File: config.mk
export PLATFORM = sky130hd
export DESIGN_NAME = sample_block_framer_flat
export DESIGN_NICKNAME = d
export VERILOG_FILES = /design/src/rtl/sbf_pkg.sv /design/src/rtl/sbf_if.sv /design/src/rtl/sample_block_framer.sv /design/src/rtl/sbf_ctrl.sv /design/src/rtl/sbf_dp.sv /design/src/flat_wrapper.sv
export SDC_FILE = /design/constraint.sdc
export NUM_CORES = 2
export LEC_CHECK = 0
export ABC_AREA = 1
export BUFFER_PORTS_ARGS = -buffer_cell sky130_fd_sc_hd__clkbuf_2
export CAP_MARGIN = 20
export CORE_ASPECT_RATIO = 0.75
export CORE_MARGIN = 2
export CORE_UTILIZATION = 45
export DETAILED_ROUTE_END_ITERATION = 10
export GPL_TIMING_DRIVEN = 1
export REMOVE_ABC_BUFFERS = 1
export SLEW_MARGIN = 40
export SYNTH_ARGS = -nofsm -noshare
export SYNTH_HDL_FRONTEND = slang
export SYNTH_HIERARCHICAL = 1
export SYNTH_SLANG_ARGS = --single-unit
File: constraint.sdc
create_clock -name clk -period 10.6 [get_ports clk]
set_clock_uncertainty 0.1 [all_clocks]
set_input_delay 1.06 -clock clk [delete_from_list [all_inputs] [get_ports clk]]
set_output_delay 1.06 -clock clk [all_outputs]
set_load 0.02 [all_outputs]
File: src/rtl/sbf_pkg.sv
// Package for the sample block framer: request codes, register indexes,
// header word indexes, controller-to-datapath command types.
// No dependencies.
`default_nettype none
package sbf_pkg;

	typedef enum logic [1:0] {
		REQ_ADD     = 2'd0,
		REQ_SESSION = 2'd1,
		REQ_DISCARD = 2'd2,
		REQ_STATUS  = 2'd3
	} req_t;

	typedef enum logic [2:0] {
		REG_SOURCE_ID = 3'd0,
		REG_RATE      = 3'd1,
		REG_MAGIC     = 3'd2,
		REG_VERSION   = 3'd3,
		REG_FLAG_MASK = 3'd4
	} reg_idx_t;

	typedef enum logic [2:0] {
		HW_MAGIC    = 3'd0,
		HW_SOURCE   = 3'd1,
		HW_BLOCK_NO = 3'd2,
		HW_FIRST_SQ = 3'd3,
		HW_TIME_LO  = 3'd4,
		HW_TIME_HI  = 3'd5,
		HW_RATE_LEN = 3'd6,
		HW_DROPPED  = 3'd7
	} hdr_word_t;

	typedef enum logic [1:0] {
		SRC_HDR  = 2'd0,
		SRC_DATA = 2'd1,
		SRC_STAT = 2'd2
	} src_t;

	localparam int unsigned HEADER_BYTES = 32;
	localparam logic [15:0] GAP_MAX     = 16'hffff;
	localparam logic        KIND_BLOCK  = 1'b0;
	localparam logic        KIND_STATUS = 1'b1;

	typedef struct packed {
		logic      accept;
		logic      load;
		src_t      src;
		hdr_word_t hdr_word;
		logic      last;
		logic      finish;
	} sbf_ctl_t;

	typedef struct packed {
		logic query;
		logic full;
	} sbf_stat_t;

endpackage
`default_nettype wire

File: src/rtl/sbf_if.sv
// Handshake interfaces for the sample block framer: request items in,
// block and status words out. No dependencies.
`default_nettype none
interface sbf_item_if;
	logic               valid;
	logic               ready;
	logic        [1:0]  req_type;
	logic signed [31:0] sample_value;
	logic        [31:0] sample_seq;
	logic        [63:0] timestamp_ns;

	modport source (output valid, req_type, sample_value, sample_seq, timestamp_ns,
		input ready);
	modport sink (input valid, req_type, sample_value, sample_seq, timestamp_ns,
		output ready);
endinterface

interface sbf_word_if;
	logic        valid;
	logic        ready;
	logic [31:0] out_word;
	logic        last_word;
	logic        result_kind;
	logic [31:0] blocks_produced;
	logic [31:0] blocks_discarded;

	modport source (output valid, out_word, last_word, result_kind, blocks_produced,
		blocks_discarded, input ready);
	modport sink (input valid, out_word, last_word, result_kind, blocks_produced,
		blocks_discarded, output ready);
endinterface
`default_nettype wire

File: src/rtl/sample_block_framer.sv
// A sample, session or discard item is taken whenever the block is idle, and a status
// query is accepted, then its answer is loaded into the output register. The sample
// that fills a block holds off further items while 8 header words and the N sample words
// (N alternating BASE_BLOCK_LEN and BASE_BLOCK_LEN+1) go out one per cycle, as long as
// the word sink does not stall. The word rate is set by the single read port of the
// sample store; its registered read is hidden behind the header words. The output
// register lets an item be accepted while a word still waits.
// Top level; uses sbf_pkg, sbf_if, sbf_ctrl and sbf_dp.
`default_nettype none
module sample_block_framer
	import sbf_pkg::*;
#(
	parameter int unsigned BASE_BLOCK_LEN = 32
) (
	input  wire logic        clk,
	input  wire logic        arst_n,
	input  wire logic        cfg_we,
	input  wire logic [2:0]  cfg_idx,
	input  wire logic [31:0] cfg_wdata,
	sbf_item_if.sink         items,
	sbf_word_if.source       words
);

	localparam int unsigned AW = $clog2(BASE_BLOCK_LEN + 1);
	localparam int unsigned CW = $clog2(BASE_BLOCK_LEN + 2);

	sbf_ctl_t      ctl;
	sbf_stat_t     st;
	logic [CW-1:0] tgt_len;
	logic [AW-1:0] rd_addr;

	sbf_ctrl #(
		.AW (AW),
		.CW (CW)
	) u_ctrl (
		.clk       (clk),
		.arst_n    (arst_n),
		.in_valid  (items.valid),
		.in_ready  (items.ready),
		.out_valid (words.valid),
		.out_ready (words.ready),
		.st        (st),
		.tgt_len   (tgt_len),
		.ctl       (ctl),
		.rd_addr   (rd_addr)
	);

	sbf_dp #(
		.BASE_BLOCK_LEN (BASE_BLOCK_LEN),
		.AW             (AW),
		.CW             (CW)
	) u_dp (
		.clk              (clk),
		.arst_n           (arst_n),
		.cfg_we           (cfg_we),
		.cfg_idx          (cfg_idx),
		.cfg_wdata        (cfg_wdata),
		.req_type         (items.req_type),
		.sample_value     (items.sample_value),
		.sample_seq       (items.sample_seq),
		.timestamp_ns     (items.timestamp_ns),
		.ctl              (ctl),
		.rd_addr          (rd_addr),
		.st               (st),
		.tgt_len          (tgt_len),
		.out_word         (words.out_word),
		.last_word        (words.last_word),
		.result_kind      (words.result_kind),
		.blocks_produced  (words.blocks_produced),
		.blocks_discarded (words.blocks_discarded)
	);

endmodule
`default_nettype wire

File: src/rtl/sbf_ctrl.sv
// Controller of the sample block framer: accepts items, sequences header,
// sample and status words into the output register. Uses sbf_pkg.
`default_nettype none
module sbf_ctrl
	import sbf_pkg::*;
#(
	parameter int unsigned AW = 6,
	parameter int unsigned CW = 6
) (
	input  wire logic          clk,
	input  wire logic          arst_n,
	input  wire logic          in_valid,
	output logic               in_ready,
	output logic               out_valid,
	input  wire logic          out_ready,
	input  wire sbf_stat_t     st,
	input  wire logic [CW-1:0] tgt_len,
	output sbf_ctl_t           ctl,
	output logic      [AW-1:0] rd_addr
);

	typedef enum logic [1:0] {
		S_IDLE,
		S_HDR,
		S_DATA,
		S_STAT
	} state_t;

	state_t        state_q;
	logic          out_vld_q;
	hdr_word_t     hdr_q;
	logic [AW-1:0] dat_q;
	logic          slot_free;
	logic          is_last;

	assign slot_free = !out_vld_q || out_ready;
	assign is_last   = (CW'(dat_q) + CW'(1)) == tgt_len;
	assign in_ready  = (state_q == S_IDLE);
	assign out_valid = out_vld_q;

	always_comb begin
		ctl.accept   = in_ready && in_valid;
		ctl.load     = slot_free && (state_q != S_IDLE);
		ctl.hdr_word = hdr_q;
		ctl.last     = 1'b0;
		ctl.src      = SRC_HDR;
		case (state_q)
			S_DATA: begin
				ctl.src  = SRC_DATA;
				ctl.last = is_last;
			end
			S_STAT: begin
				ctl.src  = SRC_STAT;
				ctl.last = 1'b1;
			end
			default: begin
				ctl.src = SRC_HDR;
			end
		endcase
		ctl.finish = ctl.load && (state_q == S_DATA) && is_last;
		if (state_q == S_DATA) begin
			rd_addr = ctl.load ? dat_q + AW'(1) : dat_q;
		end else begin
			rd_addr = '0;
		end
	end

	always_ff @(posedge clk or negedge arst_n) begin
		if (!arst_n) begin
			state_q   <= S_IDLE;
			out_vld_q <= 1'b0;
			hdr_q     <= HW_MAGIC;
			dat_q     <= '0;
		end else begin
			if (ctl.load) begin
				out_vld_q <= 1'b1;
			end else if (out_ready) begin
				out_vld_q <= 1'b0;
			end
			case (state_q)
				S_IDLE: begin
					if (ctl.accept) begin
						if (st.query) begin
							state_q <= S_STAT;
						end else if (st.full) begin
							state_q <= S_HDR;
							hdr_q   <= HW_MAGIC;
						end
					end
				end
				S_HDR: begin
					if (ctl.load) begin
						if (hdr_q == HW_DROPPED) begin
							state_q <= S_DATA;
							dat_q   <= '0;
						end else begin
							hdr_q <= hdr_word_t'(hdr_q + 3'd1);
						end
					end
				end
				S_DATA: begin
					if (ctl.load) begin
						if (is_last) begin
							state_q <= S_IDLE;
						end else begin
							dat_q <= dat_q + AW'(1);
						end
					end
				end
				S_STAT: begin
					if (ctl.load) begin
						state_q <= S_IDLE;
					end
				end
				default: begin
					state_q <= S_IDLE;
				end
			endcase
		end
	end

endmodule
`default_nettype wire

File: src/rtl/sbf_dp.sv
// Datapath of the sample block framer: configuration registers, block
// state, sample store, header assembly and output word register. Uses sbf_pkg.
`default_nettype none
module sbf_dp
	import sbf_pkg::*;
#(
	parameter int unsigned BASE_BLOCK_LEN = 32,
	parameter int unsigned AW = 6,
	parameter int unsigned CW = 6
) (
	input  wire logic               clk,
	input  wire logic               arst_n,
	input  wire logic               cfg_we,
	input  wire logic        [2:0]  cfg_idx,
	input  wire logic        [31:0] cfg_wdata,
	input  wire logic        [1:0]  req_type,
	input  wire logic signed [31:0] sample_value,
	input  wire logic        [31:0] sample_seq,
	input  wire logic        [63:0] timestamp_ns,
	input  wire sbf_ctl_t           ctl,
	input  wire logic        [AW-1:0] rd_addr,
	output sbf_stat_t               st,
	output logic             [CW-1:0] tgt_len,
	output logic             [31:0] out_word,
	output logic                    last_word,
	output logic                    result_kind,
	output logic             [31:0] blocks_produced,
	output logic             [31:0] blocks_discarded
);

	localparam int unsigned DEPTH = BASE_BLOCK_LEN + 1;

	logic [31:0] source_id_q;
	logic [15:0] rate_q;
	logic [15:0] magic_q;
	logic [7:0]  version_q;
	logic [7:0]  flag_mask_q;

	logic [31:0] mem_q [DEPTH];
	logic [31:0] rd_data_q;

	logic [CW-1:0] fill_q;
	logic          long_q;
	logic [31:0]   last_seq_q;
	logic          have_last_q;
	logic          pending_q;
	logic [31:0]   block_no_q;
	logic [31:0]   produced_q;
	logic [31:0]   discarded_q;
	logic [31:0]   first_seq_q;
	logic [63:0]   first_time_q;
	logic [15:0]   dropped_q;
	logic [7:0]    flags_q;
	logic [31:0]   held_source_q;
	logic [15:0]   held_rate_q;

	req_t          req;
	logic [31:0]   diff;
	logic          gap_hit;
	logic [15:0]   gap;
	logic [CW-1:0] fill_eff;
	logic [CW-1:0] fill_next;
	logic          is_add;
	logic          drop;
	logic [31:0]   hdr_word;

	always_comb begin
		req       = req_t'(req_type);
		is_add    = (req == REQ_ADD);
		diff      = sample_seq - last_seq_q - 32'd1;
		gap_hit   = have_last_q && (diff != 32'd0);
		gap       = (diff[31:16] != 16'd0) ? GAP_MAX : diff[15:0];
		fill_eff  = gap_hit ? '0 : fill_q;
		fill_next = fill_eff + CW'(1);
		tgt_len   = CW'(BASE_BLOCK_LEN) + CW'(long_q);
		st.query  = (req == REQ_STATUS);
		st.full   = is_add && (fill_next == tgt_len);
		drop      = (req == REQ_SESSION) || (req == REQ_DISCARD) || (is_add && gap_hit);
		case (ctl.hdr_word)
			HW_MAGIC:    hdr_word = {flags_q, version_q, magic_q};
			HW_SOURCE:   hdr_word = held_source_q;
			HW_BLOCK_NO: hdr_word = block_no_q;
			HW_FIRST_SQ: hdr_word = first_seq_q;
			HW_TIME_LO:  hdr_word = first_time_q[31:0];
			HW_TIME_HI:  hdr_word = first_time_q[63:32];
			HW_RATE_LEN: hdr_word = {16'(tgt_len), held_rate_q};
			HW_DROPPED:  hdr_word = {16'(HEADER_BYTES), dropped_q};
			default:     hdr_word = '0;
		endcase
	end

	always_ff @(posedge clk) begin
		if (ctl.accept && is_add) begin
			mem_q[fill_eff[AW-1:0]] <= $unsigned(sample_value);
		end
		rd_data_q <= mem_q[rd_addr];
		if (ctl.accept && is_add && (fill_eff == '0)) begin
			flags_q       <= pending_q ? flag_mask_q : 8'd0;
			held_source_q <= source_id_q;
			held_rate_q   <= rate_q;
			first_seq_q   <= sample_seq;
			first_time_q  <= timestamp_ns;
			dropped_q     <= gap_hit ? gap : 16'd0;
		end
		if (ctl.load) begin
			last_word        <= ctl.last;
			result_kind      <= (ctl.src == SRC_STAT) ? KIND_STATUS : KIND_BLOCK;
			blocks_produced  <= (ctl.src == SRC_STAT) ? produced_q : 32'd0;
			blocks_discarded <= (ctl.src == SRC_STAT) ? discarded_q : 32'd0;
			case (ctl.src)
				SRC_HDR:  out_word <= hdr_word;
				SRC_DATA: out_word <= rd_data_q;
				default:  out_word <= 32'd0;
			endcase
		end
	end

	always_ff @(posedge clk or negedge arst_n) begin
		if (!arst_n) begin
			source_id_q <= '0;
			rate_q      <= '0;
			magic_q     <= '0;
			version_q   <= '0;
			flag_mask_q <= 8'd1;
			fill_q      <= '0;
			long_q      <= 1'b0;
			last_seq_q  <= '0;
			have_last_q <= 1'b0;
			pending_q   <= 1'b0;
			block_no_q  <= '0;
			produced_q  <= '0;
			discarded_q <= '0;
		end else begin
			if (cfg_we) begin
				case (cfg_idx)
					REG_SOURCE_ID: source_id_q <= cfg_wdata;
					REG_RATE:      rate_q      <= cfg_wdata[15:0];
					REG_MAGIC:     magic_q     <= cfg_wdata[15:0];
					REG_VERSION:   version_q   <= cfg_wdata[7:0];
					REG_FLAG_MASK: flag_mask_q <= cfg_wdata[7:0];
					default: ;
				endcase
			end
			if (ctl.accept) begin
				if (drop && (fill_q != '0)) begin
					discarded_q <= discarded_q + 32'd1;
				end
				case (req)
					REQ_ADD: begin
						fill_q      <= fill_next;
						last_seq_q  <= sample_seq;
						have_last_q <= 1'b1;
					end
					REQ_SESSION: begin
						fill_q      <= '0;
						have_last_q <= 1'b0;
						pending_q   <= 1'b1;
						long_q      <= 1'b0;
					end
					REQ_DISCARD: begin
						fill_q <= '0;
					end
					default: ;
				endcase
			end
			if (ctl.finish) begin
				block_no_q <= block_no_q + 32'd1;
				produced_q <= produced_q + 32'd1;
				pending_q  <= 1'b0;
				fill_q     <= '0;
				long_q     <= !long_q;
			end
		end
	end

endmodule
`default_nettype wire

File: src/flat_wrapper.sv
// flat-port wrapper written by rule: the top's interface ports become plain ports
module sample_block_framer_flat import sbf_pkg::*;
#(
	parameter int unsigned BASE_BLOCK_LEN = 32
)
  (clk, arst_n, cfg_we, cfg_idx, cfg_wdata, items_valid, items_req_type, items_sample_value, items_sample_seq, items_timestamp_ns, items_ready, words_valid, words_out_word, words_last_word, words_result_kind, words_blocks_produced, words_blocks_discarded, words_ready);
  sbf_item_if items_i ();
  sbf_word_if words_i ();
  input  wire logic clk;
  input  wire logic arst_n;
  input  wire logic cfg_we;
  input  wire logic [2:0] cfg_idx;
  input  wire logic [31:0] cfg_wdata;
  input wire logic [$bits(items_i.valid)-1:0] items_valid;
  input wire logic [$bits(items_i.req_type)-1:0] items_req_type;
  input wire logic [$bits(items_i.sample_value)-1:0] items_sample_value;
  input wire logic [$bits(items_i.sample_seq)-1:0] items_sample_seq;
  input wire logic [$bits(items_i.timestamp_ns)-1:0] items_timestamp_ns;
  output wire logic [$bits(items_i.ready)-1:0] items_ready;
  output wire logic [$bits(words_i.valid)-1:0] words_valid;
  output wire logic [$bits(words_i.out_word)-1:0] words_out_word;
  output wire logic [$bits(words_i.last_word)-1:0] words_last_word;
  output wire logic [$bits(words_i.result_kind)-1:0] words_result_kind;
  output wire logic [$bits(words_i.blocks_produced)-1:0] words_blocks_produced;
  output wire logic [$bits(words_i.blocks_discarded)-1:0] words_blocks_discarded;
  input wire logic [$bits(words_i.ready)-1:0] words_ready;
  assign items_i.valid = items_valid;
  assign items_i.req_type = items_req_type;
  assign items_i.sample_value = items_sample_value;
  assign items_i.sample_seq = items_sample_seq;
  assign items_i.timestamp_ns = items_timestamp_ns;
  assign items_ready = items_i.ready;
  assign words_valid = words_i.valid;
  assign words_out_word = words_i.out_word;
  assign words_last_word = words_i.last_word;
  assign words_result_kind = words_i.result_kind;
  assign words_blocks_produced = words_i.blocks_produced;
  assign words_blocks_discarded = words_i.blocks_discarded;
  assign words_i.ready = words_ready;
  sample_block_framer #(.BASE_BLOCK_LEN(BASE_BLOCK_LEN)) u_core (.clk(clk), .arst_n(arst_n), .cfg_we(cfg_we), .cfg_idx(cfg_idx), .cfg_wdata(cfg_wdata), .items(items_i), .words(words_i));
endmodule
# Yosys cells after proc, flatten, opt, wreduce, memory -nomap -nowiden
# Memories as Yosys holds them, arrays and structs flattened. A register that Yosys moved wholly into a read port is not among the register bits.
# Index checks and enable logic that the tools add are counted.
[totals]
regBits = 495
ram_bits = 1056
word_cells = 159
mem_count = 1
[mem_list]
columns = ["name", "words", "word_bits", "rd", "rd_ports_with_merged_regs", "wr", "line_no", "text"]
rows = [
  ["u_core.u_dp.mem_q", 33, 32, 1, 1, 1, "sbf_dp.sv:39", "logic [31:0] mem_q [DEPTH];"],
]
[classes]
addsub = 9
eq_ne = 32
mux = 43
n_reduce_logical = 46
[ops]
columns = ["cell", "count"]
rows = [
  ["32-bit case mux with 8 select lines", 1],
  ["32-bit by 1-bit adder with 32-bit output (second input constant)", 3],
  ["32-bit case mux with 2 select lines", 1],
  ["6-bit 2-to-1 mux", 9],
  ["32-bit nonzero test", 1],
  ["32-bit by 1-bit subtractor with 32-bit output (second input constant)", 1],
  ["32-bit subtractor", 1],
  ["6-bit case mux with 2 select lines", 2],
  ["2-bit AND reduction", 10],
  ["16-bit 2-to-1 mux", 1],
  ["2-bit 2-to-1 mux", 8],
  ["16-bit nonzero test", 1],
  ["3-bit equality test (second input constant)", 5],
  ["3-bit 2-to-1 mux", 5],
  ["2-bit nonzero test", 7],
  ["6-bit by 1-bit adder with 6-bit output (second input constant)", 2],
  ["3-bit by 2-bit equality test with 1-bit output (second input constant)", 4],
  ["6-bit equality test", 2],
  ["2-bit != test (second input constant)", 6],
  ["1-bit 2-to-1 mux", 11],
  ["2-bit equality test (second input constant)", 5],
  ["1-bit logical AND", 10],
  ["2-bit by 1-bit != test with 1-bit output (second input constant)", 4],
  ["2-bit case mux with 4 select lines", 1],
  ["other kinds (19)", 29],
]

# Longest topological paths before layout
[depth]
depth_word = 12
mapped_depth = 35
mapped_depth_nobuf = 35

# Hierarchy
# The synthesis kept the hierarchy.
[by_module_without_submodules]
columns = ["mod", "instances", "cells_each", "area_each_um2", "seq_area_each_um2"]
rows = [
  ["sbf_dp", 1, 5334, 63883.8, 45770.1],
  ["sbf_ctrl", 1, 156, 1022.2, 300.3],
]

# Worst setup path before layout
# No wires, ideal clock.
[synth_timing]
path_type = "in2reg"
from = "input items_sample_seq[0]"
to = "register u_core.u_dp.dropped_q[0] (enable)"
setup_ns = 0.699
arrival_ns = 10.017
setup_slack_ns = -0.216
stages = 20
n_path_buf = 0
cell_sequence = "ha_1 inv_1 fa_1 inv_1 nand3_1 nand2_1 nand3_1 nand3b_1 nand2_1 nand2_1 nand2_1 nand2_1 nor2_1 nand2_2 nor2_8 nand3_2 nand2_4 o21ai_0 nand3_2 nor2_1"
[synth_between]
elab_chain_len = 7
[synth_rtl]
columns = ["item", "line_no", "text"]
rows = [
  ["start, declared", "flat_wrapper.sv:17", "input wire logic [$bits(items_i.sample_seq)-1:0] items_sample_seq;"],
  ["32-bit subtractor", "sbf_dp.sv:70", "diff = sample_seq - last_seq_q - 32'd1;"],
  ["32-bit by 1-bit subtractor with 32-bit output", "sbf_dp.sv:70", ""],
  ["32-bit nonzero test", "sbf_dp.sv:71", "gap_hit = have_last_q && (diff != 32'd0);"],
  ["1-bit logical AND", "sbf_dp.sv:71", ""],
  ["6-bit 2-to-1 mux", "sbf_dp.sv:73", "fill_eff = gap_hit ? '0 : fill_q;"],
  ["6-bit logical NOT", "sbf_dp.sv:97", "if (ctl.accept && is_add && (fill_eff == '0)) begin"],
  ["1-bit logical AND", "sbf_dp.sv:97", ""],
  ["end signal, assigned", "sbf_dp.sv:103", "dropped_q <= gap_hit ? gap : 16'd0;"],
  ["end, declared", "sbf_dp.sv:52", "logic [15:0] dropped_q;"],
]
# No other way between the ends.
# A chain may end at the register's enable or synchronous reset.

# Worst setup path after layout
[layout_timing]
from = "register u_core.u_ctrl.state_q[1]"
to = "register u_core.u_dp.rd_data_q[7] (read register of u_core.u_dp.mem_q)"
[layout_between]
elab_chain_len = 4
[layout_rtl]
columns = ["item", "line_no", "text"]
rows = [
  ["start, declared", "sbf_ctrl.sv:29", "state_t state_q;"],
  ["start signal, assigned", "sbf_ctrl.sv:70", "state_q <= S_IDLE;"],
  ["start signal, assigned", "sbf_ctrl.sv:84", "state_q <= S_STAT;"],
  ["start signal, assigned", "sbf_ctrl.sv:86", "state_q <= S_HDR;"],
  ["2-bit nonzero test", "sbf_ctrl.sv:43", "ctl.load = slot_free && (state_q != S_IDLE);"],
  ["1-bit logical AND", "sbf_ctrl.sv:43", ""],
  ["6-bit 2-to-1 mux", "sbf_ctrl.sv:62", "rd_addr = ctl.load ? dat_q + AW'(1) : dat_q;"],
  ["6-bit 2-to-1 mux (*)", "sbf_ctrl.sv:61", "if (state_q == S_DATA) begin"],
  ["net u_core.rd_addr[0]", "sample_block_framer.sv:30", "logic [AW-1:0] rd_addr;"],
  ["end, declared", "sbf_dp.sv:40", "logic [31:0] rd_data_q;"],
]
# The timed path passes the listed nets; every way through them passes the cells marked *.

==> impl_metrics.env <==
export IMPL_outcome="finished clean"
export IMPL_core_um2=143000
export IMPL_timing_rr_start="u_core/u_ctrl/state_q[1]"
export IMPL_rsz0062_at_grt="no"
export IMPL_max_vdd_ir_drop_mv=0.162
export IMPL_synth_seq_cells=1583
export IMPL_finalPower_mw=17.5
export IMPL_first_pass_iters=6
export IMPL_cts_buffers=153
export IMPL_cp_required_ps=11110
export IMPL_worstMarginPinSlew_ps=900
export IMPL_path_class="reg2reg"
export IMPL_drive_gt1_share_pct=12.7
export IMPL_endpoint="u_core/u_dp/rd_data_q[7]"
export IMPL_grt_pass1_wl_um=278000
export IMPL_ys_top_cells_by_area="edfxtp_1, dfrtp_1, o21ai_0"
export IMPL_slew_violations=0
export IMPL_r2r_setup_slack_ps=5110
export IMPL_io_buffers=269
export IMPL_worstHoldPathType="in2async"
export IMPL_arrival_ps=6000
export IMPL_drc=0
export IMPL_ys_seq_area_share_pct=71.0
export IMPL_antenna_found_initial=6
export IMPL_clkSinkCount=1583
export IMPL_drtIter0Drc=5290
export IMPL_hold_buffers=0
export IMPL_crit_path_start_kind="flip-flop"
export IMPL_cellLeakagePower_nw=27.4
export IMPL_gp_congestion=0.934
export IMPL_start_util_pct=45.4
export IMPL_synth_top_cell_by_area="edfxtp_1"
export IMPL_vias_per_cell=5.69
export IMPL_reg2reg_to="u_core/u_dp/rd_data_q[7]"
export IMPL_internal_power_mw=11.7
export IMPL_cts_resized=0
export IMPL_hold_viol=0
export IMPL_finalNetCount=5931
export IMPL_vias=44008
export IMPL_clockRootBuffer="clkbuf_16"
export IMPL_grt_max_degree=182
export IMPL_cts_setup_buffers=0
export IMPL_rows=120
export IMPL_die_area_um2=147000
export IMPL_final_cell_mix="edfxtp_1, nor2_1, o21ai_0"
export IMPL_clockBufferDepth=3
export IMPL_fp_dieH_um=333
export IMPL_overflow=0
export IMPL_power_frac_seq_pct=43.2
export IMPL_min_period_ps=5490
export IMPL_synth_cell_types=61
export IMPL_finalCritPeriodShare_pct=51.8
export IMPL_p_per_area_nw_per_um2=236
export IMPL_io_pins=270
export IMPL_switching_share_pct=32.8
export IMPL_hpwl_um=116000
export IMPL_synth_warnings=6
export IMPL_slew_headroom_pct=40.0
export IMPL_clkLatencyLatePin_ps=780
export IMPL_cts_max_level=4
export IMPL_wl_per_cell_um=24.6
export IMPL_utilization_pct=51.7
export IMPL_avgSynthCellArea_um2=11.8
export IMPL_synth_flop_cell="edfxtp_1"
export IMPL_max_freq_mhz=182
export IMPL_grt_use_total_pct=25.5
export IMPL_setup_violations_final=0
export IMPL_drv_cap=0
export IMPL_synth_top_area_share_pct=61.2
export IMPL_critPathCaptureType="flip-flop"
export IMPL_syn_area_um2=64900
export IMPL_die_x_um=443
export IMPL_synth_edf_count=1322
export IMPL_drtAntennaViolNets=0
export IMPL_final_common_cell="edfxtp_1"
export IMPL_pwr_share_clk_pct=32.2
export IMPL_startpoint="u_core/u_ctrl/state_q[1]"
export IMPL_synth_cells=5490
export IMPL_synth_async_reset_ratio_pct=14.5
export IMPL_reg2reg_depth=16
export IMPL_routed_wl_um=191000
export IMPL_p_sw_mw=5.73
export IMPL_p_comb_share_pct=24.6
export IMPL_cts_tree="yes"
export IMPL_path_clk_slew_ps=60
export IMPL_hold_slack_ps=56.5
export IMPL_syn_to_final_growth_pct=13.9
export IMPL_largest_register_ffs=1056
export IMPL_grt_pass1_vias=41189
export IMPL_cp_max_fo=126
power by group through the flow:
stage	registers, mW	clock network (mW)	logic, mW
CTS	7.56	5.72	4.25
finish	7.55	5.63	4.30
detailed placement	7.68	0	4.24
global route	7.59	5.98	4.69
floorplan	7.83	0	2.61
global placement	7.68	0	4.21
worst min-delay path by stage:
stage                                            from  cells past startpoint                             to
after global routing                           arst_n                      1    u_core/u_dp/discarded_q[23]
after CTS                                      arst_n                      1    u_core/u_dp/discarded_q[30]
final                                          arst_n                      1    u_core/u_dp/discarded_q[30]
after detailed placement  u_core/u_dp/source_id_q[22]                      0  u_core/u_dp/held_source_q[22]
after global placement      u_core/u_dp/mem_q[32][24]                      2      u_core/u_dp/rd_data_q[24]
after floorplan             u_core/u_dp/mem_q[32][30]                      2      u_core/u_dp/rd_data_q[30]
cells by family after synthesis:
group / synth area share (%)
AOI/OAI and AO/OA: 10.8
muxes: 0.278
other: 0.0116
adders and majority gates: 0.840
DFF: 71.0
buffers and inverters: 3.95
and+or+nand+nor: 11.8
xor gates and xnor gates: 1.39
worst max-delay path: stages (launching register included):
cell and delay (ps):
dfrtp_1 400, inv_1 100, nor2_4 70, buf_4 540, inv_1 210, nor2_2 280, inv_1 230, o21ai_4 280
buf_12 320, buf_16 360, buf_6 570, o21ai_0 220, o22ai_1 320, nor2_1 80, o32ai_1 300, o21ai_0 170
o21ai_0 560
Yosys cell counts, drive strengths merged, types with 32 or more instances:
library cell and n:
a21oi 35, a221oi 40, clkbuf 276, dfrtp 228, dfxtp 32, edfxtp 1322, ha 42, inv 370
nand2 661, nand3 136, nand4 58, nor2 921, nor3 42, o21ai 764, o221ai 42, o22ai 273
xor2 94
layout make-up:
cell class              instances  area (µm²)
well taps                    1891        2370
flip-flops and latches       1583       46100
repair buffers                366        2240
clock buffers                 210        4410
fillers                     12326       69000
multi-input cells            3239       16600
diodes                          3        7.51
inverters                     375        1430
clock inverters                73         774
routing by layer:
layer,global-route usage (%),vias to the layer above,routed length [µm]
met3,6.31,299,18900
met2,37.0,1962,82600
li1,-,19973,-
met1,37.8,21770,83600
met4,7.99,4,5510
met5,0,-,26
metrics by stage:
step | setup slack, ps | std cells | setup TNS [ps] | instance area, µm²
after CTS | 4900 | 7736 | 0 | 73900
after detailed placement | 4490 | 7453 | 0 | 68700
after global placement | 4440 | 7445 | 0 | 68600
final | 5110 | 7740 | 0 | 73900
after global routing | 4790 | 7740 | 0 | 73900
after floorplan | -37600 | 5197 | -1257150 | 63800
(Power assumes the default switching activity.)
